<file path="src/hdl/mlps_pkg.sv">
// Shared types, constants and the sigmoid table of the sigmoid network block.
package mlps_pkg;

  localparam int OP_W       = 2;
  localparam int IDX_W      = 10;
  localparam int VAL_W      = 16;
  localparam int ACT_W      = 13;
  localparam int OIDX_W     = 4;
  localparam int LC_W       = 3;
  localparam int SZ_W       = 5;
  localparam int CFG_IDX_W  = 3;
  localparam int RESULT_CAP = 16;
  localparam int POS_W      = 8;
  localparam int WCNT_W     = 12;
  localparam int ACC_W      = 26;
  localparam int PROD_W     = 32;
  localparam int FRAC_W     = 12;
  localparam int SIG_DEPTH  = 256;
  localparam int SIG_IDX_W  = 8;

  localparam logic [OP_W-1:0] OP_WEIGHT = 2'd0;
  localparam logic [OP_W-1:0] OP_NEURON = 2'd1;
  localparam logic [OP_W-1:0] OP_RUN    = 2'd2;

  localparam logic [CFG_IDX_W-1:0] CFG_LAYER_COUNT = 3'd0;
  localparam logic [CFG_IDX_W-1:0] CFG_SIZE0       = 3'd1;
  localparam logic [CFG_IDX_W-1:0] CFG_SIZE1       = 3'd2;
  localparam logic [CFG_IDX_W-1:0] CFG_SIZE2       = 3'd3;
  localparam logic [CFG_IDX_W-1:0] CFG_SIZE3       = 3'd4;
  localparam logic [CFG_IDX_W-1:0] CFG_BIAS        = 3'd5;

  localparam logic [63:0] EXP_STEP_Q30 = 64'd1040706261;

  typedef struct packed {
    logic [LC_W-1:0]            layer_count;
    logic [3:0][SZ_W-1:0]       size;
    logic signed [VAL_W-1:0]    bias;
  } cfg_t;

  // One multiply-accumulate term on its way from the sequencer to the datapath.
  typedef struct packed {
    logic             valid;
    logic             first;
    logic             last;
    logic             n_ok;
    logic             w_ok;
    logic             dst_ok;
    logic [POS_W-1:0] dst;
  } term_t;

  typedef struct packed {
    logic             we;
    logic [POS_W-1:0] addr;
    logic [VAL_W-1:0] data;
  } nwb_t;

  typedef logic [SIG_DEPTH-1:0][ACT_W-1:0] sig_table_t;

  function automatic logic [SZ_W-1:0] clamp_size(logic [SZ_W-1:0] s, int width_cap);
    if (s == '0) return SZ_W'(1);
    if (int'(s) > width_cap) return SZ_W'(width_cap);
    return s;
  endfunction

  // Entry k is the sigmoid of the bin centre (2k - 255) / 32 in Q.12. The
  // powers of e^(-1/32) are built by repeated rounded multiplication, and the
  // reciprocal by shift-and-subtract long division. Evaluated at elaboration.
  function automatic sig_table_t build_sig_table();
    logic [63:0] e;
    logic [63:0] etab [SIG_DEPTH/2];
    logic [63:0] den;
    logic [63:0] num;
    logic [63:0] rem;
    logic [63:0] q;
    int          i;
    int          k;
    int          b;
    int          t;
    sig_table_t  tab;
    e = 64'd1 << 30;
    for (i = 1; i < SIG_DEPTH; i++) begin
      e = (e * EXP_STEP_Q30 + (64'd1 << 29)) >> 30;
      if (i[0]) etab[i >> 1] = e;
    end
    for (k = 0; k < SIG_DEPTH; k++) begin
      t = (k >= SIG_DEPTH / 2) ? (2 * k - (SIG_DEPTH - 1)) : ((SIG_DEPTH - 1) - 2 * k);
      den = (64'd1 << 30) + etab[t >> 1];
      num = (64'd1 << 42) + (den >> 1);
      rem = '0;
      q   = '0;
      for (b = 42; b >= 0; b--) begin
        rem = (rem << 1) | {63'd0, num[b]};
        if (rem >= den) begin
          rem  = rem - den;
          q[b] = 1'b1;
        end
      end
      tab[k] = (k >= SIG_DEPTH / 2) ? q[ACT_W-1:0] : ACT_W'(64'd4096 - q);
    end
    return tab;
  endfunction

  localparam sig_table_t SIG_TABLE = build_sig_table();

endpackage

</file>
<file path="src/hdl/mlps_neuron.sv">
// Multiply-accumulate, bias, saturation and sigmoid lookup for one neuron stream.
module mlps_neuron (
  input  logic                           clk,
  input  logic                           rst,
  input  logic signed [mlps_pkg::VAL_W-1:0] bias,
  input  mlps_pkg::term_t                term,
  input  logic [mlps_pkg::VAL_W-1:0]     nrn_rdata,
  input  logic [mlps_pkg::VAL_W-1:0]     wgt_rdata,
  output logic                           busy,
  output mlps_pkg::nwb_t                 wb
);

  localparam int ACC_W = mlps_pkg::ACC_W;

  mlps_pkg::term_t                        t1;
  logic signed [mlps_pkg::VAL_W-1:0]      nv;
  logic signed [mlps_pkg::VAL_W-1:0]      wv;

  logic                                   v2;
  logic                                   first2;
  logic                                   last2;
  logic                                   ok2;
  logic [mlps_pkg::POS_W-1:0]             dst2;
  logic signed [mlps_pkg::PROD_W-1:0]     prod;

  logic signed [ACC_W-1:0]                acc;
  logic signed [ACC_W-1:0]                acc_next;
  logic signed [ACC_W-1:0]                prod_term;

  logic                                   v3;
  logic                                   ok3;
  logic [mlps_pkg::POS_W-1:0]             dst3;
  logic signed [ACC_W-1:0]                fin;
  logic signed [ACC_W-1:0]                sum;
  logic [mlps_pkg::VAL_W-1:0]             sat;

  logic                                   v4;
  logic                                   ok4;
  logic [mlps_pkg::POS_W-1:0]             dst4;
  logic [mlps_pkg::SIG_IDX_W-1:0]         idx4;

  assign nv = t1.n_ok ? signed'(nrn_rdata) : '0;
  assign wv = t1.w_ok ? signed'(wgt_rdata) : '0;

  // Arithmetic shift right rounds towards minus infinity, as the Q.12 scaling needs.
  assign prod_term = ACC_W'(prod >>> mlps_pkg::FRAC_W);
  assign acc_next  = (first2 ? '0 : acc) + prod_term;
  assign sum       = fin + ACC_W'(bias);

  always_comb begin
    if (sum > ACC_W'(32767)) sat = 16'h7fff;
    else if (sum < -ACC_W'(32768)) sat = 16'h8000;
    else sat = sum[mlps_pkg::VAL_W-1:0];
  end

  always_ff @(posedge clk) begin
    if (rst) begin
      t1.valid <= 1'b0;
      v2       <= 1'b0;
      v3       <= 1'b0;
      v4       <= 1'b0;
    end else begin
      t1.valid <= term.valid;
      v2       <= t1.valid;
      v3       <= v2 && last2;
      v4       <= v3;
    end
    t1.first  <= term.first;
    t1.last   <= term.last;
    t1.n_ok   <= term.n_ok;
    t1.w_ok   <= term.w_ok;
    t1.dst_ok <= term.dst_ok;
    t1.dst    <= term.dst;

    prod   <= nv * wv;
    first2 <= t1.first;
    last2  <= t1.last;
    ok2    <= t1.dst_ok;
    dst2   <= t1.dst;

    if (v2) acc <= acc_next;
    if (v2 && last2) begin
      fin  <= acc_next;
      ok3  <= ok2;
      dst3 <= dst2;
    end

    // Adding 32768 to the saturated sum only flips its sign bit.
    idx4 <= {~sat[15], sat[14:8]};
    ok4  <= ok3;
    dst4 <= dst3;
  end

  assign busy    = t1.valid || v2 || v3 || v4;
  assign wb.we   = v4 && ok4;
  assign wb.addr = dst4;
  assign wb.data = mlps_pkg::VAL_W'(mlps_pkg::SIG_TABLE[idx4]);

endmodule

</file>
<file path="config.mk">
export PLATFORM = sky130hd
export DESIGN_NAME = mlps_neuron
export DESIGN_NICKNAME = d
export VERILOG_FILES = /design/src/hdl/mlps_pkg.sv /design/src/hdl/mlps_neuron.sv
export SDC_FILE = /design/constraint.sdc
export NUM_CORES = 1
export LEC_CHECK = 0
export BUFFER_PORTS_ARGS = -buffer_cell sky130_fd_sc_hd__buf_4
export CAP_MARGIN = 20
export CORE_AREA = 5 5 182 184
export DETAILED_ROUTE_END_ITERATION = 10
export DIE_AREA = 0 0 187 189
export PLACE_DENSITY_LB_ADDON = 0.1
export SYNTH_ARGS = -nofsm -noshare
export SYNTH_HDL_FRONTEND = slang
export SYNTH_SLANG_ARGS = --single-unit
</file>
<file path="constraint.sdc">
create_clock -name clk -period 7.4 [get_ports clk]
set_clock_uncertainty 0.15 [all_clocks]
set_input_delay 1.11 -clock clk [delete_from_list [all_inputs] [get_ports clk]]
set_output_delay 1.11 -clock clk [all_outputs]
set_load 0.02 [all_outputs]
</file>
==> results.toml, run 1 <==
[timing]
fin_crit_ns = 7.13
whs_ns = 0.170
final_hold_viol_count = 0
fmax_mhz = 140
finalCritPeriodShare_pct = 96.4
slew_viol_final = 0
relSlewSlack_pct = 30.5
worstMarginPinSlew_ns = 1.04
rsz0062_at_grt = "no"
setup_viol_count_final = 0

[setup_path]
critPathCaptureType = "flip-flop"
crit_chain = "buf_4, and2_1, nand2_1, fa_1, fa_1, fa_1, fa_1, inv_1, fa_1, inv_1, fa_1, inv_1, ha_1, a21o_1, a31o_2, a221oi_1, a21boi_1, a41oi_1, o21ai_1, a41oi_1, a21oi_1, xor2_1"
reg2reg_slack_ns = 0.41
cpMostUsedCell = "fa_1"
slowest_delay_ns = 0.58
path_class = "in2reg"
path_max_fanout = 9
r2r-end = "prod[30]"
rr_startpoint = "t1[10]"
crit_buf_inv = 4
cp_slowest_cell = "fa_1"
cp_data_arrival_time_ns = 7.28
required_ns = 7.55
reg2reg_depth = 22
start_kind = "input port"
critPathTopFamily = "adder cells"

[logic_synthesis]
netlist_instances = 2044
seq_area_frac_synth_pct = 17.5
synth_area_mm2 = 0.0179
ys_ff_latch = 126
avgSynthCellArea_um2 = 8.73
yosys_warnings = 0
ys_types = 76
synth_flop_cell = "dfxtp_1"
synthAdderAreaFrac_pct = 39.9
synthXorXnorAreaFrac_pct = 3.19
synthMuxAreaShare_pct = 0.540
async_flop_share_pct = 0
synth_compound_area_share_pct = 14.3
synth_top_family_by_area = "adder cells"
yosys.area_share.simple_pct = 15.6
synth_edf_count = 61

[power]
p_leak_nw = 9.50
p_total_mw = 5.51
ir_drop_mv = 0.191
power_density_mw_per_mm2 = 277

[min_path]
hp-start = "t1[2]"
min_to = "dst2[2]"
hp-class = "reg2reg"
hold-path-cell-count = 0

[grt]
grt_pass1_wl_mm = 80.0
grt.overflow.total = 0
antenna_found_initial = 0
grt_use_total_pct = 28.2
grt_max_degree = 75
grt_pass1_vias = 15085

[place]
postPlaceCellArea_mm2 = 0.0193
hpwl_mm = 39.7
gp_congestion = 0.975
port_buffers = 85

[cells_and_area]
layout_commonest_cell = "inv_1"
fin_util_pct = 63.6
design_area_mm2 = 0.0199
mostFrequentLayoutCells = "316 x inv_1, 263 x fa_1, 225 x nand2_1, 220 x nor2_1, 172 x buf_4"
nets = 2613
diodes = 0
drive_gt1_share_pct = 10.6
area_growth_pct = 11.2
fillers = 2726

[run_status]
status = "completed"

[clock_network]
h-tree-depth = 4
post_cts_buffers = 0
clkTransAtPathRegs_ns = 0.07
cts_max_path_buffers = 2
root_buffer = "clkbuf_16"
clock-sinks = 126
tritoncts = "yes"
cts_buffers = 17
clock_latency_ns = 0.43

[route]
routedWlPerCell_um = 19.4
num_vias = 14919
first_pass_iters = 7
drt_iter0_drc = 1402
via_per_inst = 5.84
wirelength_mm = 49.6
ant_nets = 0
drc = 0

[floorplan]
num_rows = 65
die_area_mm2 = 0.0353
die_w_um = 187
ioPinCount = 90
dieHeight_um = 189
core-area_mm2 = 0.0312
initial_utilization_pct = 57.2

[job]
drv_cap = 0
-- how the worst max path moves through the flow --
stage,end,startpoint,slack (ns),depth (start not counted)
after global routing,prod[30],wgt_rdata[1],0.02,22
final,prod[30],wgt_rdata[1],0.27,22
after global placement,prod[30],wgt_rdata[1],0.01,22
after detailed placement,prod[30],wgt_rdata[1],-0.09,22
after CTS,prod[30],wgt_rdata[1],0.33,22
after floorplan,prod[30],wgt_rdata[8],0.21,24
-- final cells by class --
cell class                 count  area (um2)  area share [%]
clock inverter                15         163           0.819
timing repair buffer         172        1290            6.50
inverter                     318        1190            6.01
clock buffer                  17         425            2.14
tap                          402         503            2.53
sequential                   126        3140            15.8
multi-input combinational   1503       13100            66.2
-- where the power goes --
group / internal, mW / leakage, nW / total (mW) / switching [mW]
clock: 0.453 / 0.288 / 0.820 / 0.367
combinational: 1.41 / 8.11 / 3.63 / 2.22
sequential: 0.956 / 1.10 / 1.06 / 0.102
-- cell families (layout without fill, tap and decap cells) --
family                     after synthesis  in the layout
and+or+nand+nor                        634            634
buffers and inverters                  418            522
adders and majority gates              411            411
AOI/OAI and AO/OA                      382            382
DFF                                    126            126
xor gates and xnor gates                65             65
muxes                                    7              7
other                                    1              4
-- state kept, by name, indices dropped and copies added, names as in the netlist, 8 cells and up --
name	cells
prod	20
acc	26
t1	14
dst3	8
idx4	8
fin	26
dst2	8
dst4	8
-- synthesized netlist by cell type (5+ instances only) --
master | instances | share of area (%)
buf_4 | 5 | 0.21
and2_1 | 29 | 1.0
a31oi_1 | 13 | 0.46
nor4_1 | 5 | 0.18
dfxtp_1 | 65 | 7.3
clkbuf_1 | 89 | 1.9
nand2b_1 | 11 | 0.39
ha_1 | 148 | 10
a21oi_1 | 92 | 2.6
o31ai_1 | 10 | 0.42
a211o_1 | 5 | 0.25
nand4_1 | 11 | 0.39
o21ai_0 | 89 | 2.5
o311ai_0 | 6 | 0.29
buf_1 | 5 | 0.11
nand3_1 | 43 | 1.2
a21o_1 | 34 | 1.4
nor2b_1 | 39 | 1.4
fa_1 | 263 | 29
a211oi_1 | 22 | 0.93
inv_1 | 316 | 6.6
and3_1 | 7 | 0.25
nor3_1 | 23 | 0.64
o211ai_1 | 19 | 0.80
o221ai_1 | 5 | 0.25
o21bai_1 | 9 | 0.38
xnor2_1 | 44 | 2.2
o21a_1 | 12 | 0.50
xor2_1 | 21 | 1.0
nor2_1 | 220 | 4.6
nand2_1 | 225 | 4.7
a221oi_1 | 5 | 0.25
o22ai_1 | 8 | 0.28
edfxtp_1 | 61 | 10
-- layer usage --
layer	routed length (um)	up-vias	global-route usage (%)
met5	0	-	0
li1	-	6875	-
met3	3670	105	3.76
met2	22600	704	45.7
met4	1560	0	8.22
met1	21800	7235	40.2
-- timing repair --
action	CTS	global route
hold buffers	0	0
gates resized for setup	0	1
endpoints found under the setup margin	0	3
-- through the flow --
stage | TNS [ns] | cells | worst slack [ns]
global placement | 0 | 2521 | 0.0138
global route | 0 | 2553 | 0.0195
finish | 0 | 2553 | 0.267
CTS | 0 | 2553 | 0.334
detailed placement | -0.366 | 2521 | -0.0871
floorplan | 0 | 2047 | 0.213
No activity file was read; power rests on OpenSTA's default activity.
==> run 2, diff against run 1 <==
--- a/config.mk
+++ b/config.mk
@@ -7,10 +7,12 @@
 export LEC_CHECK = 0
 export BUFFER_PORTS_ARGS = -buffer_cell sky130_fd_sc_hd__buf_4
 export CAP_MARGIN = 20
-export CORE_AREA = 5 5 182 184
+export CELL_PAD_IN_SITES_DETAIL_PLACEMENT = 1
+export CELL_PAD_IN_SITES_GLOBAL_PLACEMENT = 2
+export CORE_AREA = 5 5 229 231
 export DETAILED_ROUTE_END_ITERATION = 10
-export DIE_AREA = 0 0 187 189
-export PLACE_DENSITY_LB_ADDON = 0.1
+export DIE_AREA = 0 0 234 236
+export PLACE_DENSITY = 0.8
 export SYNTH_ARGS = -nofsm -noshare
 export SYNTH_HDL_FRONTEND = slang
 export SYNTH_SLANG_ARGS = --single-unit
==> run 2 against run 1 <==
Worst hold slack better by 0.0064 ns. Sequential power is essentially flat. Non-clock buffer count grew 10. Critical path type unchanged. Largest cell class unchanged.
==> results.toml, run 2 (synthesis gave the netlist of run 1 again) <==
[power]
p_seq_share_pct = 18.6
clockPowerShare_pct = 14.0
pwr-share-comb_pct = 67.5
intPower_mw = 2.86
power_density_mw_per_mm2 = 275
p_sw_mw = 2.71
p_sw_share_pct = 48.7
p_leak_nw = 9.56
ir_drop_mv = 0.167

[place]
port_buffers = 85
hpwl_mm = 45.8
dp_worst_setup_slack_ns = -0.153
gp_congestion = 0.934

[grt]
grt_pass1_wl_mm = 90.3
grt-busiest-layer = "met2"
antenna_found_initial = 0
grt_use_total_pct = 20.5
grt_pass1_vias = 16265
grt_use_met2_pct = 34.4
grt_use_met1_pct = 27.4
grt.overflow.total = 0
grt_max_degree = 92
use_met3_pct = 3.58

[min_path]
hp-start = "t1[1]"
hp-class = "reg2reg"
hold-path-cell-count = 0
min_to = "dst2[1]"

[cells_and_area]
mostFrequentLayoutCells = "316 x inv_1, 263 x fa_1, 225 x nand2_1, 220 x nor2_1, 177 x buf_4"
nets = 2623
top_regs = "acc x26, fin x26, prod x20"
fin_util_pct = 40.7
area_growth_pct = 13.7
drive_gt1_share_pct = 11.0
diodes = 0
layout_commonest_cell = "inv_1"

[setup_path]
critPathTopFamily = "adder cells"
path_class = "in2reg"
path_max_fanout = 5
cpMostUsedCell = "fa_1"
rr_startpoint = "t1[9]"
reg2reg_depth = 23
required_ns = 7.56
critPathCaptureType = "flip-flop"
reg2reg_slack_ns = 0.45
slowest_delay_ns = 0.55
cp_data_arrival_time_ns = 7.14
start_kind = "input port"
crit_buf_inv = 6
crit_chain = "buf_4, and2_1, nand2_1, fa_1, inv_1, fa_1, inv_1, fa_1, inv_1, fa_1, fa_1, inv_1, fa_1, inv_1, ha_1, a21o_1, a21o_1, a221oi_1, a21boi_1, a41oi_1, o21ai_1, a41oi_1, a21oi_1, xor2_1"
cp_slowest_cell = "fa_1"
r2r-end = "prod[30]"

[timing]
fin_crit_ns = 6.98
fmax_mhz = 143
setup_slack_ns = 0.422
finalCritPeriodShare_pct = 94.3
slew_viol_final = 0
relSlewSlack_pct = 28.6
rsz0062_at_grt = "no"
final_hold_viol_count = 0
setup_viol_count_final = 0
worstMarginPinSlew_ns = 1.07

[route]
first_pass_iters = 5
routedWlPerCell_um = 19.7
drc = 0
wirelength_mm = 55.9
via_per_inst = 5.23
num_vias = 14815
drt_iter0_drc = 785
ant_nets = 0

[job]
drv_cap = 0

[floorplan]
die_w_um = 234
die_area_mm2 = 0.0552
initial_utilization_pct = 35.8
num_rows = 82
ioPinCount = 90
dieHeight_um = 236
core-area_mm2 = 0.0499

[clock_network]
clock_latency_ns = 0.44
ctsHoldBuffers = 0
root_buffer = "clkbuf_16"
tritoncts = "yes"
clkTransAtPathRegs_ns = 0.05
h-tree-depth = 4
clock-sinks = 126
cts_max_path_buffers = 2
post_cts_buffers = 0
cts_buffers = 17

[run_status]
status = "completed"
[run 2: changes by cell type in the layout (fill, tap and decap cells not counted), sizes merged]
cell / before / now
buf: 172 / 182
clkbuf: 17 / 19
clkinv: 4 / 7
inv: 328 / 323
[run 2: timing repair]
item	4_1_cts	5_1_grt
gates resized for setup	0	1
endpoints found under the hold margin	0	0
setup endpoints to repair	0	2
[run 2: layout make-up]
cell class	instances	area, um2
repair buffers	182	1430
clock buffers	19	443
inverters	318	1190
clock inverters	13	103
well taps	672	841
multi-input cells	1503	13100
flip-flops and latches	126	3140
fillers	5926	29600
[run 2: worst max-delay path by stage]
stage / end / start / cells past startpoint / slack (ns)
floorplan: prod[30] / wgt_rdata[8] / 24 / 0.21
global placement: prod[30] / wgt_rdata[1] / 22 / -0.04
detailed placement: prod[30] / wgt_rdata[1] / 22 / -0.15
CTS: prod[30] / wgt_rdata[1] / 22 / 0.30
global route: prod[30] / t1[9] / 23 / 0.06
finish: prod[30] / nrn_rdata[7] / 24 / 0.42
[run 2: layer usage]
metal | wire length [um] | share of wire [%] | up-vias
li1 | - | - | 6891
met1 | 24800 | 44 | 7470
met2 | 26900 | 48 | 376
met3 | 2700 | 4.8 | 78
met4 | 1460 | 2.6 | 0
met5 | 0 | 0 | -
[run 2: worst reg2reg max path, delay by kind of cell (launching register included)]
kind                       cells  cell delay [ns]
AOI/OAI and AO/OA              8             1.85
xor gates and xnor gates       1             0.15
buffers and inverters          5             0.64
DFF                            1             0.43
and+or+nand+nor                2             0.43
adders and majority gates      7             3.17
[run 2: power by group through the flow]
stage          clock network (mW)  logic, mW  registers, mW
2_1_floorplan                   0       2.62           1.01
3_3_place_gp                    0       3.62           1.05
6_report                    0.779       3.76           1.04
4_1_cts                     0.804       3.76           1.04
3_5_place_dp                    0       3.74           1.05
5_1_grt                     0.838       4.19           1.05
[run 2: metrics by stage]
step                      hold WS [ns]  TNS [ns]  area (um2)  total power, mW  cells
after floorplan                  0.160         0       17900             3.64   2047
after global placement           0.160   -0.0784       19700             4.67   2801
after detailed placement         0.163    -0.560       19700             4.79   2801
after CTS                        0.177         0       20300             5.60   2833
after global routing             0.181         0       20300             6.08   2833
final                            0.176         0       20300             5.57   2833
