--- src/hdl/mlps_pkg.sv ---
// Shared types, constants and the sigmoid table of the sigmoid network block.
package mlps_pkg;

  localparam int OP_W       = 2;
  localparam int IDX_W      = 10;
  localparam int VAL_W      = 16;
  localparam int ACT_W      = 13;
  localparam int OIDX_W     = 4;
  localparam int LC_W       = 3;
  localparam int SZ_W       = 5;
  localparam int CFG_IDX_W  = 3;
  localparam int RESULT_CAP = 16;
  localparam int POS_W      = 8;
  localparam int WCNT_W     = 12;
  localparam int ACC_W      = 26;
  localparam int PROD_W     = 32;
  localparam int FRAC_W     = 12;
  localparam int SIG_DEPTH  = 256;
  localparam int SIG_IDX_W  = 8;

  localparam logic [OP_W-1:0] OP_WEIGHT = 2'd0;
  localparam logic [OP_W-1:0] OP_NEURON = 2'd1;
  localparam logic [OP_W-1:0] OP_RUN    = 2'd2;

  localparam logic [CFG_IDX_W-1:0] CFG_LAYER_COUNT = 3'd0;
  localparam logic [CFG_IDX_W-1:0] CFG_SIZE0       = 3'd1;
  localparam logic [CFG_IDX_W-1:0] CFG_SIZE1       = 3'd2;
  localparam logic [CFG_IDX_W-1:0] CFG_SIZE2       = 3'd3;
  localparam logic [CFG_IDX_W-1:0] CFG_SIZE3       = 3'd4;
  localparam logic [CFG_IDX_W-1:0] CFG_BIAS        = 3'd5;

  localparam logic [63:0] EXP_STEP_Q30 = 64'd1040706261;

  typedef struct packed {
    logic [LC_W-1:0]            layer_count;
    logic [3:0][SZ_W-1:0]       size;
    logic signed [VAL_W-1:0]    bias;
  } cfg_t;

  // One multiply-accumulate term on its way from the sequencer to the datapath.
  typedef struct packed {
    logic             valid;
    logic             first;
    logic             last;
    logic             n_ok;
    logic             w_ok;
    logic             dst_ok;
    logic [POS_W-1:0] dst;
  } term_t;

  typedef struct packed {
    logic             we;
    logic [POS_W-1:0] addr;
    logic [VAL_W-1:0] data;
  } nwb_t;

  typedef logic [SIG_DEPTH-1:0][ACT_W-1:0] sig_table_t;

  function automatic logic [SZ_W-1:0] clamp_size(logic [SZ_W-1:0] s, int width_cap);
    if (s == '0) return SZ_W'(1);
    if (int'(s) > width_cap) return SZ_W'(width_cap);
    return s;
  endfunction

  // Entry k is the sigmoid of the bin centre (2k - 255) / 32 in Q.12. The
  // powers of e^(-1/32) are built by repeated rounded multiplication, and the
  // reciprocal by shift-and-subtract long division. Evaluated at elaboration.
  function automatic sig_table_t build_sig_table();
    logic [63:0] e;
    logic [63:0] etab [SIG_DEPTH/2];
    logic [63:0] den;
    logic [63:0] num;
    logic [63:0] rem;
    logic [63:0] q;
    int          i;
    int          k;
    int          b;
    int          t;
    sig_table_t  tab;
    e = 64'd1 << 30;
    for (i = 1; i < SIG_DEPTH; i++) begin
      e = (e * EXP_STEP_Q30 + (64'd1 << 29)) >> 30;
      if (i[0]) etab[i >> 1] = e;
    end
    for (k = 0; k < SIG_DEPTH; k++) begin
      t = (k >= SIG_DEPTH / 2) ? (2 * k - (SIG_DEPTH - 1)) : ((SIG_DEPTH - 1) - 2 * k);
      den = (64'd1 << 30) + etab[t >> 1];
      num = (64'd1 << 42) + (den >> 1);
      rem = '0;
      q   = '0;
      for (b = 42; b >= 0; b--) begin
        rem = (rem << 1) | {63'd0, num[b]};
        if (rem >= den) begin
          rem  = rem - den;
          q[b] = 1'b1;
        end
      end
      tab[k] = (k >= SIG_DEPTH / 2) ? q[ACT_W-1:0] : ACT_W'(64'd4096 - q);
    end
    return tab;
  endfunction

  localparam sig_table_t SIG_TABLE = build_sig_table();

endpackage

--- src/hdl/mlps_ctrl.sv ---
// Sequencer: walks layers, neurons and weights, drains between layers, emits results.
module mlps_ctrl #(
  parameter int MAX_LAYERS   = 4,
  parameter int MAX_WIDTH    = 16,
  parameter int WEIGHT_DEPTH = 1024,
  parameter int NEURON_DEPTH = 64,
  localparam int NA_W = $clog2(NEURON_DEPTH),
  localparam int WA_W = $clog2(WEIGHT_DEPTH)
) (
  input  logic                             clk,
  input  logic                             rst,
  input  mlps_pkg::cfg_t                   cfg,
  input  logic                             in_valid,
  input  logic [mlps_pkg::OP_W-1:0]        op,
  output logic                             in_stall,
  input  logic                             busy,
  output mlps_pkg::term_t                  term,
  output logic [NA_W-1:0]                  nrn_raddr,
  output logic [WA_W-1:0]                  wgt_raddr,
  input  logic [mlps_pkg::VAL_W-1:0]       nrn_rdata,
  output logic                             out_valid,
  input  logic                             out_stall,
  output logic [mlps_pkg::OIDX_W-1:0]      out_index,
  output logic [mlps_pkg::ACT_W-1:0]       out_value,
  output logic                             last
);

  localparam int LAYER_CAP = (MAX_LAYERS < 4) ? MAX_LAYERS : 4;
  localparam int SZ_W      = mlps_pkg::SZ_W;
  localparam int LC_W      = mlps_pkg::LC_W;
  localparam int POS_W     = mlps_pkg::POS_W;

  typedef enum logic [2:0] {
    ST_IDLE,
    ST_ISSUE,
    ST_DRAIN,
    ST_OUT_RD,
    ST_OUT_LD
  } state_t;

  state_t                     state;
  logic [LC_W-1:0]            lyr;
  logic [LC_W-1:0]            nlyr;
  logic [LC_W-1:0]            nl;
  logic [POS_W-1:0]           pos;
  logic [SZ_W-1:0]            prev;
  logic [SZ_W-1:0]            cur;
  logic [SZ_W-1:0]            n;
  logic [SZ_W-1:0]            j;
  logic [SZ_W-1:0]            ocnt;
  logic [mlps_pkg::WCNT_W-1:0] w;
  logic                       rd_ok;
  logic [POS_W-1:0]           src;
  logic [POS_W-1:0]           dst;
  logic                       run_go;

  function automatic logic [SZ_W-1:0] size_of(logic [LC_W-1:0] l);
    logic [SZ_W-1:0] s;
    case (l)
      3'd0:    s = cfg.size[0];
      3'd1:    s = cfg.size[1];
      3'd2:    s = cfg.size[2];
      default: s = cfg.size[3];
    endcase
    return mlps_pkg::clamp_size(s, MAX_WIDTH);
  endfunction

  always_comb begin
    nl = cfg.layer_count;
    if (nl < LC_W'(2)) nl = LC_W'(2);
    if (int'(nl) > LAYER_CAP) nl = LC_W'(LAYER_CAP);
  end

  assign src    = pos - POS_W'(prev) + POS_W'(j);
  assign dst    = pos + POS_W'(n);
  assign run_go = in_valid && !in_stall && (op == mlps_pkg::OP_RUN);

  assign in_stall     = (state != ST_IDLE);
  assign term.valid   = (state == ST_ISSUE);
  assign term.first   = (j == '0);
  assign term.last    = (j == prev - SZ_W'(1));
  assign term.n_ok    = int'(src) < NEURON_DEPTH;
  assign term.w_ok    = int'(w) < WEIGHT_DEPTH;
  assign term.dst_ok  = int'(dst) < NEURON_DEPTH;
  assign term.dst     = dst;
  assign nrn_raddr    = (state == ST_ISSUE) ? NA_W'(src) : NA_W'(dst);
  assign wgt_raddr    = WA_W'(w);

  always_ff @(posedge clk) begin
    if (rst) begin
      state     <= ST_IDLE;
      out_valid <= 1'b0;
    end else begin
      if (out_valid && !out_stall) out_valid <= 1'b0;
      case (state)
        ST_IDLE: begin
          if (run_go) begin
            lyr   <= LC_W'(1);
            nlyr  <= nl;
            prev  <= size_of(LC_W'(0));
            cur   <= size_of(LC_W'(1));
            pos   <= POS_W'(size_of(LC_W'(0)));
            n     <= '0;
            j     <= '0;
            w     <= '0;
            state <= ST_ISSUE;
          end
        end
        ST_ISSUE: begin
          w <= w + 1'b1;
          if (j == prev - SZ_W'(1)) begin
            j <= '0;
            if (n == cur - SZ_W'(1)) state <= ST_DRAIN;
            else n <= n + 1'b1;
          end else begin
            j <= j + 1'b1;
          end
        end
        ST_DRAIN: begin
          // The next layer reads what this one writes, so the datapath empties first.
          if (!busy) begin
            n <= '0;
            if (lyr + LC_W'(1) < nlyr) begin
              lyr   <= lyr + LC_W'(1);
              prev  <= cur;
              cur   <= size_of(lyr + LC_W'(1));
              pos   <= pos + POS_W'(cur);
              state <= ST_ISSUE;
            end else begin
              ocnt  <= (cur > SZ_W'(mlps_pkg::RESULT_CAP)) ? SZ_W'(mlps_pkg::RESULT_CAP) : cur;
              state <= ST_OUT_RD;
            end
          end
        end
        ST_OUT_RD: begin
          if (!out_valid || !out_stall) begin
            rd_ok <= int'(dst) < NEURON_DEPTH;
            state <= ST_OUT_LD;
          end
        end
        ST_OUT_LD: begin
          out_valid <= 1'b1;
          out_index <= mlps_pkg::OIDX_W'(n);
          out_value <= rd_ok ? nrn_rdata[mlps_pkg::ACT_W-1:0] : '0;
          last      <= (n == ocnt - SZ_W'(1));
          if (n == ocnt - SZ_W'(1)) begin
            state <= ST_IDLE;
          end else begin
            n     <= n + 1'b1;
            state <= ST_OUT_RD;
          end
        end
        default: state <= ST_IDLE;
      endcase
    end
  end

`ifndef SYNTHESIS
  a_out_after_drain: assert property (@(posedge clk) disable iff (rst)
    (state == ST_OUT_RD || state == ST_IDLE) |-> !busy)
    else $error("datapath still busy while results are read out");
  a_term_burst: assert property (@(posedge clk) disable iff (rst)
    (term.valid && !term.first) |-> $past(term.valid))
    else $error("continuation term without a preceding term");
  a_result_loaded: assert property (@(posedge clk) disable iff (rst)
    (state == ST_OUT_LD) |=> out_valid)
    else $error("result register not loaded after output read");
`endif

endmodule

--- config.mk ---
export PLATFORM = sky130hd
export DESIGN_NAME = mlps_ctrl
export DESIGN_NICKNAME = d
export VERILOG_FILES = /design/src/hdl/mlps_pkg.sv /design/src/hdl/mlps_ctrl.sv
export SDC_FILE = /design/constraint.sdc
export NUM_CORES = 1
export LEC_CHECK = 0
export ABC_AREA = 1
export BUFFER_PORTS_ARGS = -buffer_cell sky130_fd_sc_hd__clkbuf_2
export CAP_MARGIN = 20
export CORE_MARGIN = 2
export CORE_UTILIZATION = 41
export DETAILED_ROUTE_END_ITERATION = 10
export SLEW_MARGIN = 10
export SYNTH_ARGS = -nofsm -noshare
export SYNTH_HDL_FRONTEND = slang
export SYNTH_SLANG_ARGS = --single-unit
export TNS_END_PERCENT = 5
--- constraint.sdc ---
create_clock -name clk -period 4.75 [get_ports clk]
set_input_delay 0.7125 -clock clk [delete_from_list [all_inputs] [get_ports clk]]
set_output_delay 0.7125 -clock clk [all_outputs]
set_load 0.05 [all_outputs]
==> impl_metrics.yaml, run 1 <==
status:
  status: "completed"
run:
  maxCapViolCount: 0
clock_tree:
  cts_resized: 0
  htree_levels: 3
  clockRootBuffer: "clkbuf_16"
  clockBufferDepth: 2
  tritoncts: "done"
  cts_setup_buffers: 0
  clk-insertion-delay-late_ns: 0.34
  cts_sinks: 74
  cts.clk_slew.worst_paths_ns: 0.06
  cts_inserted_buffers: 9
  ctsHoldBuffers: 0
min_path:
  hold_end: "out_valid$_SDFFE_PP0P_"
  hold_class: "register to register"
  hold_depth: 2
  hold_start: "out_valid$_SDFFE_PP0P_"
floorplanning:
  die_height_um: 115.4
  initial_core_util_pct: 42.19
  rows: 40
  die_w_um: 115.4
  boundaryPins: 112
  fp.dieArea_sq_um: 13320
  coreArea_sq_um: 12060
worst_setup_path:
  required_ns: 4.04
  r2r_end: "n[3]$_SDFFCE_PN0P_"
  critPathLaunchType: "register"
  cp_num_buf_inv: 3
  crit_path_top_delay_cell: "fa_1"
  slowest_delay_ns: 0.49
  cpLargestDelayFamily: "adder cells"
  crit_type: "register to output port"
  cpMostUsedCell: "nand2_1"
  cp.arrival_ns: 2.96
  crit_fanout: 3
  rrSetupSlack_ns: 2.13
  r2r-start: "state[0]$_SDFFE_PP0P_"
  end_kind: "output port"
  rr_worst_depth: 6
  crit_chain: "inv_1 > fa_1 > fa_1 > o21ai_0 > nand2_1 > nand2_1 > a21oi_1 > xor2_1 > nand2_1 > inv_1 > clkbuf_2"
timing:
  slew_headroom_pct: 49.45
  final.setup.tns_ns: 0
  finalHoldViolCount: 0
  hold_ws_ns: 0.4866
  setup_viol: 0
  worstMarginPinSlew_ns: 0.7558
  fin_skew_ns: 0.01000
  slew_violations: 0
  fin_crit_ns: 3.676
  post-route-period-util_pct: 77.39
  rsz0062_at_grt: "no"
  fmax_mhz: 272.0
synth:
  syn_inst: 629
  synth_edf_count: 70
  syn_area_sq_um: 5089
  synth_area_per_cell_sq_um: 8.090
  yosysWarningCount: 0
  ys_seq_elements: 74
  syn_nets: 730
  async_flop_share_pct: 0
  synth_flop_cell: "edfxtp_1"
  yosysUniqueCellTypes: 38
  ys_seq_area_share_pct: 42.88
grt:
  grtUsageTotal_pct: 16.90
  antenna_found_initial: 0
  grt_max_degree: 22
  first_global_vias: 3837
  grt_pass1_wl_mm: 17.72
  grt_overflow: 0
final_layout:
  area_growth_pct: 17.46
  final_nets: 818
  num_antenna_cells: 0
  drive_above_1_share_pct: 20.50
  nFillCells: 1165
  layout_common_cells: "155 x nand2_1, 108 x inv_1, 92 x clkbuf_2, 70 x edfxtp_1, 62 x nor2_1"
  layout_commonest_cell: "nand2_1"
power_and_ir_drop:
  combPwrFrac_pct: 54.6
  vdd_drop_max_mv: 0.3891
  switching_power_uw: 1865
  power.share.switching_pct: 49.74
  clockPowerShare_pct: 18.1
  p_seq_share_pct: 27.3
  p_per_area_nw_per_um2: 627.5
  power.leakage_uw: 0.002947
  internal-power_uw: 1885
place:
  port_buffers: 92
  place_congestion: 0.8734
  hpwl_mm: 8.541
routing:
  wl_mm: 10.82
  dr.pass1.iters: 4
  vias: 4192
  via_per_inst: 4.710
  wl_per_cell_um: 12.16
  dr.first_iter.drc_count: 176
  drc_errors: 0
  ant_nets: 0
-- sequential cells by signal, summed over array words and instances (netlist names) --
signal,cells
out_valid,1
ocnt,5
state,3
pos,8
rd_ok,1
out_value,13
prev,5
cur,5
j,5
out_index,4
w,12
nlyr,3
last,1
lyr,3
n,5
-- through the flow --
| step | area, sq um | utilization [%] | instances | setup slack [ns] | total power (uW) |
|---|---|---|---|---|---|
| after floorplan | 5089 | - | 629 | 1.083 | 2641 |
| after detailed placement | 5677 | 47.06 | 874 | 1.409 | 3089 |
| after global routing | 5977 | 49.55 | 890 | 0.8392 | 4034 |
| after global placement | 5677 | 47.06 | 874 | 1.445 | 3046 |
| final | 5977 | 49.55 | 890 | 1.074 | 3750 |
| after CTS | 5977 | 49.55 | 890 | 1.038 | 3788 |
-- cells by family (layout without fill, tap and decap cells) --
logic type,count (synthesis),in the layout,synth area share (%)
AOI/OAI and AO/OA,76,76,8.311
xor gates and xnor gates,18,18,3.098
adders and majority gates,39,39,10.62
buffers and inverters,139,232,11.24
DFF,74,74,42.88
and+or+nand+nor,283,283,23.85
-- synth_stat cells (2+ instances only) --
| master | instances | area, sq um |
|---|---|---|
| a21oi_1 | 33 | 165.2 |
| a21oi_2 | 2 | 17.52 |
| buf_2 | 3 | 15.01 |
| buf_4 | 10 | 75.07 |
| clkbuf_1 | 3 | 11.26 |
| dfxtp_1 | 4 | 80.08 |
| edfxtp_1 | 70 | 2102 |
| fa_1 | 7 | 140.1 |
| ha_1 | 32 | 400.4 |
| inv_1 | 108 | 405.4 |
| inv_2 | 11 | 41.29 |
| nand2_1 | 155 | 581.8 |
| nand2_2 | 5 | 31.28 |
| nand2_4 | 2 | 22.52 |
| nand3_1 | 26 | 130.1 |
| nand4_1 | 4 | 25.02 |
| nor2_1 | 62 | 232.7 |
| nor2_2 | 5 | 31.28 |
| nor2_4 | 2 | 22.52 |
| nor3_1 | 12 | 60.06 |
| nor3b_1 | 2 | 15.01 |
| o21ai_0 | 29 | 145.1 |
| o21ai_1 | 2 | 10.01 |
| o22ai_1 | 6 | 37.54 |
| or2_2 | 5 | 31.28 |
| xnor2_1 | 3 | 26.28 |
| xor2_1 | 15 | 131.4 |
-- area by class of cell --
type	count	area [sq um]	area share, %
repair buffers	95	483.0	8.080
inverters	121	455.4	7.620
clock buffers	9	225.2	3.768
clock inverters	7	75.07	1.256
flip-flops and latches	74	2182	36.51
well taps	168	210.2	3.517
multi-input cells	416	2346	39.25
-- routing by layer --
metal / share of wire (%) / GRT usage (%) / routed length [um] / vias to the layer above
met4: 1.1 / 6.426 / 121 / 0
met3: 4.5 / 2.530 / 485 / 10
li1: - / - / - / 2172
met1: 47 / 22.24 / 5031 / 1921
met5: 0 / 0 / 0 / -
met2: 48 / 28.19 / 5179 / 89
-- power groups by stage --
stage	Sequential, uW	Combinational (uW)	Clock [uW]
after floorplan	997	1640	0
after CTS	1020	2070	698
after detailed placement	1040	2050	0
final	1020	2050	681
after global placement	1030	2010	0
after global routing	1040	2270	723
-- worst max path at each step --
| stage | from | end | depth (start not counted) |
|---|---|---|---|
| floorplan | pos[1]$_DFFE_PP_ | nrn_raddr[5] | 11 |
| global route | pos[1]$_DFFE_PP_ | term[10] | 11 |
| CTS | pos[1]$_DFFE_PP_ | term[10] | 11 |
| global placement | pos[1]$_DFFE_PP_ | term[10] | 11 |
| finish | pos[1]$_DFFE_PP_ | term[10] | 11 |
| detailed placement | pos[1]$_DFFE_PP_ | term[10] | 11 |
-- worst reg2reg max path, cell delays in order (launching register included) --
cell,delay (ns)
dfxtp_1,0.35
inv_1,0.12
nor3_4,0.60
inv_2,0.33
nor2_2,0.23
nor3_1,0.07
nor3_1,0.55
Note: power is estimated with default switching activity, not from simulation.
==> run 2, diff against run 1 <==
Settings changed: ABC_AREA 1 to 0.
Clock period 4.75 ns to 3.6 ns, I/O delays scaled along.
==> run 2 against run 1 <==
Compared with the run above:
- combinational power shrank 42%
- register-to-register slack worse by 1.2 ns
- cell count decreased by 21%
- first-iteration DRC count grew 47%
- via count decreased by 13%
- design area decreased by 3.9%
- die area down 5.4%
- non-clock buffer count grew 10
- sequential power increased by 9.8%
- core utilization is 0.76 points higher
- critical path type unchanged
==> impl_metrics.yaml, run 2 <==
place:
  detailed_place.area_sq_um: 5369
  post-place-ws_ns: 0.1586
  hpwl_mm: 7.906
  place_congestion: 0.8159
  port_buffers: 92
synth:
  synthTopCellsByArea: "edfxtp_1 44%, ha_1 8.3%, xnor2_1 4.9%"
  ys_seq_area_share_pct: 45.42
  syn_nets: 566
  synth_most_common_cell: "edfxtp_1"
  async_flop_share_pct: 0
  yosysTopAreaCell: "edfxtp_1"
  yosysUniqueCellTypes: 61
  synth_flop_cell: "edfxtp_1"
  syn_inst: 465
  syn_area_sq_um: 4805
  ys_seq_elements: 74
  synth_area_per_cell_sq_um: 10.33
  synth_edf_count: 70
  yosysWarningCount: 0
  synth_top_area_share_pct: 43.75
  synthTopCellsByCount: "70 x edfxtp_1, 52 x inv_1, 38 x nor2_1"
routing:
  wl_mm: 10.23
  drc_errors: 0
  dr.first_iter.drc_count: 259
  dr.pass1.iters: 5
  wl_per_cell_um: 14.51
  ant_nets: 0
  via_per_inst: 5.157
  vias: 3636
grt:
  antenna_found_initial: 0
  grt_max_degree: 22
  grtUsageTotal_pct: 16.91
  grt_pass1_wl_mm: 17.16
  first_global_vias: 3578
  grt_overflow: 0
final_layout:
  nFillCells: 1074
  layout_commonest_cell: "clkbuf_2"
  final-seq-area_sq_um: 2182
  largest-register: "out_value"
  num_antenna_cells: 0
  largest_reg_flops: 13
  largest_registers: "out_value x13, w x12, pos x8"
  stdcell_area_sq_um: 5746
  layout_common_cells: "89 x clkbuf_2, 70 x edfxtp_1, 51 x inv_1, 38 x nor2_1"
  multiInputGateArea_sq_um: 2315
  final_nets: 658
  drive_above_1_share_pct: 25.09
  area_growth_pct: 19.58
floorplanning:
  die_height_um: 112.3
  die_w_um: 112.3
  rows: 39
  initial_core_util_pct: 42.08
  coreArea_sq_um: 11420
  fp.dieArea_sq_um: 12600
  boundaryPins: 112
power_and_ir_drop:
  p_total_uw: 3206
  p_per_area_nw_per_um2: 558.0
  vdd_drop_max_mv: 0.2948
  power.leakage_uw: 0.002464
clock_tree:
  cts_sinks: 74
  cts_inserted_buffers: 9
  htree_levels: 3
  tritoncts: "done"
  clockRootBuffer: "clkbuf_16"
  clk-insertion-delay-late_ns: 0.34
  clockBufferDepth: 2
  cts.clk_slew.worst_paths_ns: 0.06
timing:
  post-route-period-util_pct: 96.18
  setup_viol: 0
  fmax_mhz: 288.8
  finalHoldViolCount: 0
  hold_ws_ns: 0.3933
  fin_crit_ns: 3.463
  fin_skew_ns: 0.004835
  worstMarginPinSlew_ns: 0.8597
  rsz0062_at_grt: "yes"
  layout_setup_ws_ns: 0.1374
  slew_violations: 0
  slew_headroom_pct: 42.16
worst_setup_path:
  critPathLaunchType: "register"
  cp.arrival_ns: 2.92
  end_kind: "output port"
  crit_fanout: 3
  required_ns: 3.06
  crit_type: "register to output port"
status:
  status: "completed"
run:
  maxCapViolCount: 0
min_path:
  hold_class: "input port to register"
==> run 2: cell types whose count changed in the layout (fill, tap and decap cells not counted), moves of 6 or more <==
cell	delta
and3_1	+8
buf_4	+11
inv_2	-10
xnor2_1	+24
xor2_1	+6
o22ai_1	-6
nand2_1	-123
nand3_1	-19
a21oi_1	-17
and2_1	+13
inv_1	-57
nor2_1	-24
==> run 2: through the flow <==
| stage | utilization, % | instances | TNS (ns) |
|---|---|---|---|
| after global routing | 50.32 | 705 | -0.02802 |
| after CTS | 49.87 | 700 | 0 |
| after global placement | 47.02 | 683 | 0 |
| after detailed placement | 47.02 | 683 | 0 |
| after floorplan | - | 465 | -0.3736 |
| final | 50.32 | 705 | 0 |
==> run 2: critical path, stage by stage (launching register included) <==
cell and delay [ns]:
edfxtp_1 0.43, inv_2 0.14, fa_2 0.48, fa_1 0.47
nor2b_1 0.12, o21ai_0 0.11, a21oi_2 0.20, o2111a_1 0.20
a32oi_1 0.05, o2bb2ai_1 0.18, clkbuf_8 0.21
==> run 2: cell families (layout without fill, tap and decap cells) <==
kind of cell / count (synthesis) / count (layout) / share of synthesized area (%)
AND/OR/NAND/NOR: 136 / 136 / 14.40
AO/OA/AOI/OAI: 88 / 88 / 12.42
buffers and inverters: 77 / 174 / 7.109
flip-flops: 74 / 74 / 45.42
XOR/XNOR: 48 / 48 / 8.750
adder cells (fa/ha/maj): 40 / 40 / 11.46
multiplexers: 2 / 2 / 0.4427
==> run 2: timing repair <==
action / 4_1_cts / 5_1_grt
resized for setup: 5 / 9
endpoints found under the setup margin: 2 / 3
hold buffers: 0 / 0
buffers inserted: 1 / 5
pin swaps: 1 / 4
==> run 2: cell type report <==
| type | count | area share, % |
|---|---|---|
| clock buffer | 9 | 3.920 |
| sequential | 74 | 37.98 |
| inverter | 53 | 3.463 |
| tap | 143 | 3.114 |
| timing repair buffer | 105 | 9.909 |
| multi-input combinational | 314 | 40.29 |
| clock inverter | 7 | 1.328 |
==> run 2: path summary, 6_finish.rpt <==
| check | startpoint | endpoint | slack (ns) | cells past startpoint |
|---|---|---|---|---|
| worst min-delay path | cfg[38] | nlyr[2]$_SDFFCE_PN1P_ | 0.39 | 1 |
| worst max-delay path | pos[1]$_DFFE_PP_ | term[10] | 0.14 | 10 |
| worst max register to register | lyr[0]$_SDFFCE_PN1P_ | ocnt[4]$_SDFFCE_PN1P_ | 0.98 | 6 |
| worst min register to register | out_valid$_SDFFE_PP0P_ | out_valid$_SDFFE_PP0P_ | 0.54 | 2 |
==> run 2: report_power, final <==
part,switching [uW],total [uW],leakage [uW],internal (uW)
clock network,370,911,0.000144,541
registers,80.7,1120,0.000681,1040
logic,778,1180,0.00164,399
==> run 2: routing by layer <==
layer / GRT usage, % / share of wire [%] / vias up
li1: - / - / 1805
met1: 22.36 / 47 / 1719
met2: 27.55 / 47 / 100
met3: 3.348 / 4.9 / 12
met4: 6.585 / 1.2 / 0
met5: 0 / 0 / -
==> run 3, diff against run 2 <==
Settings changed: BUFFER_PORTS_ARGS -buffer_cell sky130_fd_sc_hd__clkbuf_2 to -buffer_cell sky130_fd_sc_hd__buf_2.
==> run 3 against run 2 <==
Compared with the run above:
- sequential power is essentially flat
- design area shrank 0.54%
- non-clock buffer count shrank 3
- register-to-register slack lost 0.02 ns
- clock power is essentially flat
- critical endpoint is now nrn_raddr[5]
==> impl_metrics.yaml, run 3 (synthesized netlist as in run 2, its figures left out) <==
min_path:
  hold_class: "input port to register"
  hold_start: "cfg[38]"
  hold_depth: 1
  hold_end: "nlyr[2]$_SDFFCE_PN1P_"
grt:
  grt_overflow: 0
  antenna_found_initial: 0
  grt_max_degree: 22
  grtUsageTotal_pct: 16.57
  first_global_vias: 3572
  grt_pass1_wl_mm: 16.82
place:
  port_buffers: 92
  hpwl_mm: 7.857
  detailed_place.area_sq_um: 5361
  place_congestion: 0.8149
worst_setup_path:
  slowest_delay_ns: 0.60
  r2r_end: "ocnt[4]$_SDFFCE_PN1P_"
  required_ns: 3.06
  crit_type: "register to output port"
  cp.arrival_ns: 2.94
  r2r-start: "lyr[0]$_SDFFCE_PN1P_"
  crit_path_top_delay_cell: "fa_1"
  cpMostUsedCell: "a21oi_2"
  crit_fanout: 3
  rrSetupSlack_ns: 0.96
  end_kind: "output port"
  rr_worst_depth: 6
  crit_chain: "inv_2 > fa_1 > inv_1 > ha_1 > a21o_1 > a21oi_2 > o21ai_1 > a21oi_2 > xnor2_1 > mux2_2 > buf_2"
  critPathLaunchType: "register"
final_layout:
  layout_common_cells: "91 x buf_2, 70 x edfxtp_1, 51 x inv_1, 38 x nor2_1"
  num_antenna_cells: 0
  drive_above_1_share_pct: 24.51
  largest_reg_flops: 13
  layout_commonest_cell: "buf_2"
  final_nets: 655
  stdcell_area_sq_um: 5714
  largest_registers: "out_value x13, w x12, pos x8"
  largest-register: "out_value"
  area_growth_pct: 18.93
timing:
  rsz0062_at_grt: "yes"
  post-route-period-util_pct: 96.80
  setup_viol: 0
  worstMarginPinSlew_ns: 0.8829
  fin_crit_ns: 3.485
  fmax_mhz: 287.0
  slew_violations: 0
  finalHoldViolCount: 0
  fin_skew_ns: 0.007211
  slew_headroom_pct: 40.60
routing:
  wl_per_cell_um: 14.70
  dr.pass1.iters: 4
  ant_nets: 0
  dr.first_iter.drc_count: 248
  wl_mm: 10.32
  via_per_inst: 5.158
  vias: 3621
  drc_errors: 0
power_and_ir_drop:
  vdd_drop_max_mv: 0.2752
  p_per_area_nw_per_um2: 558.5
  power.leakage_uw: 0.002436
  p_total_uw: 3191
clock_tree:
  cts.clk_slew.worst_paths_ns: 0.06
  clockBufferDepth: 2
  htree_levels: 3
  clockRootBuffer: "clkbuf_16"
  cts_sinks: 74
  clk-insertion-delay-late_ns: 0.34
  cts_inserted_buffers: 9
  tritoncts: "done"
floorplanning:
  die_height_um: 112.3
  rows: 39
  initial_core_util_pct: 42.08
  boundaryPins: 112
  die_w_um: 112.3
  fp.dieArea_sq_um: 12600
  coreArea_sq_um: 11420
run:
  maxCapViolCount: 0
status:
  status: "completed"
-- run 3: changes by cell type in the layout (fill, tap and decap cells not counted), sizes merged --
cell | before | now
buf | 15 | 102
clkbuf | 99 | 9
clkinv | 4 | 5
inv | 54 | 53
-- run 3: how the worst max path moves through the flow --
stage,cells after the start,end,start
final,11,nrn_raddr[5],pos[1]$_DFFE_PP_
after global routing,11,term[10],pos[1]$_DFFE_PP_
after CTS,11,nrn_raddr[5],pos[1]$_DFFE_PP_
after global placement,11,term[10],pos[1]$_DFFE_PP_
after floorplan,9,term[8],n[0]$_SDFFCE_PN0P_
after detailed placement,11,term[10],pos[1]$_DFFE_PP_
-- run 3: layout make-up --
| cell class | instances | area (sq um) |
|---|---|---|
| flip-flops and latches | 74 | 2182 |
| clock inverters | 7 | 78.83 |
| multi-input cells | 314 | 2312 |
| well taps | 143 | 178.9 |
| clock buffers | 9 | 225.2 |
| repair buffers | 102 | 538.0 |
| inverters | 53 | 198.9 |
| fillers | 1076 | 5704 |
-- run 3: what timing repair did --
item,in CTS,in global routing
setup buffers,0,4
pin swaps,1,2
setup endpoints to repair,2,3
gates resized for setup,3,6
hold buffers,0,0
-- run 3: layer usage --
layer,up-vias,share of wire [%],GRT usage (%)
met5,-,0,0
li1,1800,-,-
met2,91,47,27.95
met4,0,1.9,6.992
met1,1713,46,20.88
met3,17,4.7,3.240
-- run 3: report_power, final --
| group | internal (uW) | total [uW] | switching (uW) |
|---|---|---|---|
| clock | 542 | 911 | 369 |
| combinational | 389 | 1160 | 772 |
| sequential | 1040 | 1120 | 82.7 |
| total | 1970 | 3190 | 1220 |
-- run 3: critical path: cells and delay by family, from the launching register on --
family | cells | cell delay, ns
multiplexers | 1 | 0.25
flip-flops | 1 | 0.38
AO/OA/AOI/OAI | 4 | 0.66
buffers and inverters | 3 | 0.37
XOR/XNOR | 1 | 0.07
adder cells (fa/ha/maj) | 2 | 0.88
-- run 3: stage by stage --
stage                     hold slack, ns  setup WS (ns)  utilization, %  setup TNS, ns  std cells
after floorplan                   0.4556        -0.2439               -        -0.3736        465
after global placement            0.5224         0.2719           46.95              0        682
after detailed placement          0.5270         0.2382           46.95              0        682
after CTS                         0.3785        0.04124           49.67              0        698
after global routing              0.3969       -0.05667           50.04       -0.08012        702
final                             0.3896         0.1152           50.04              0        702
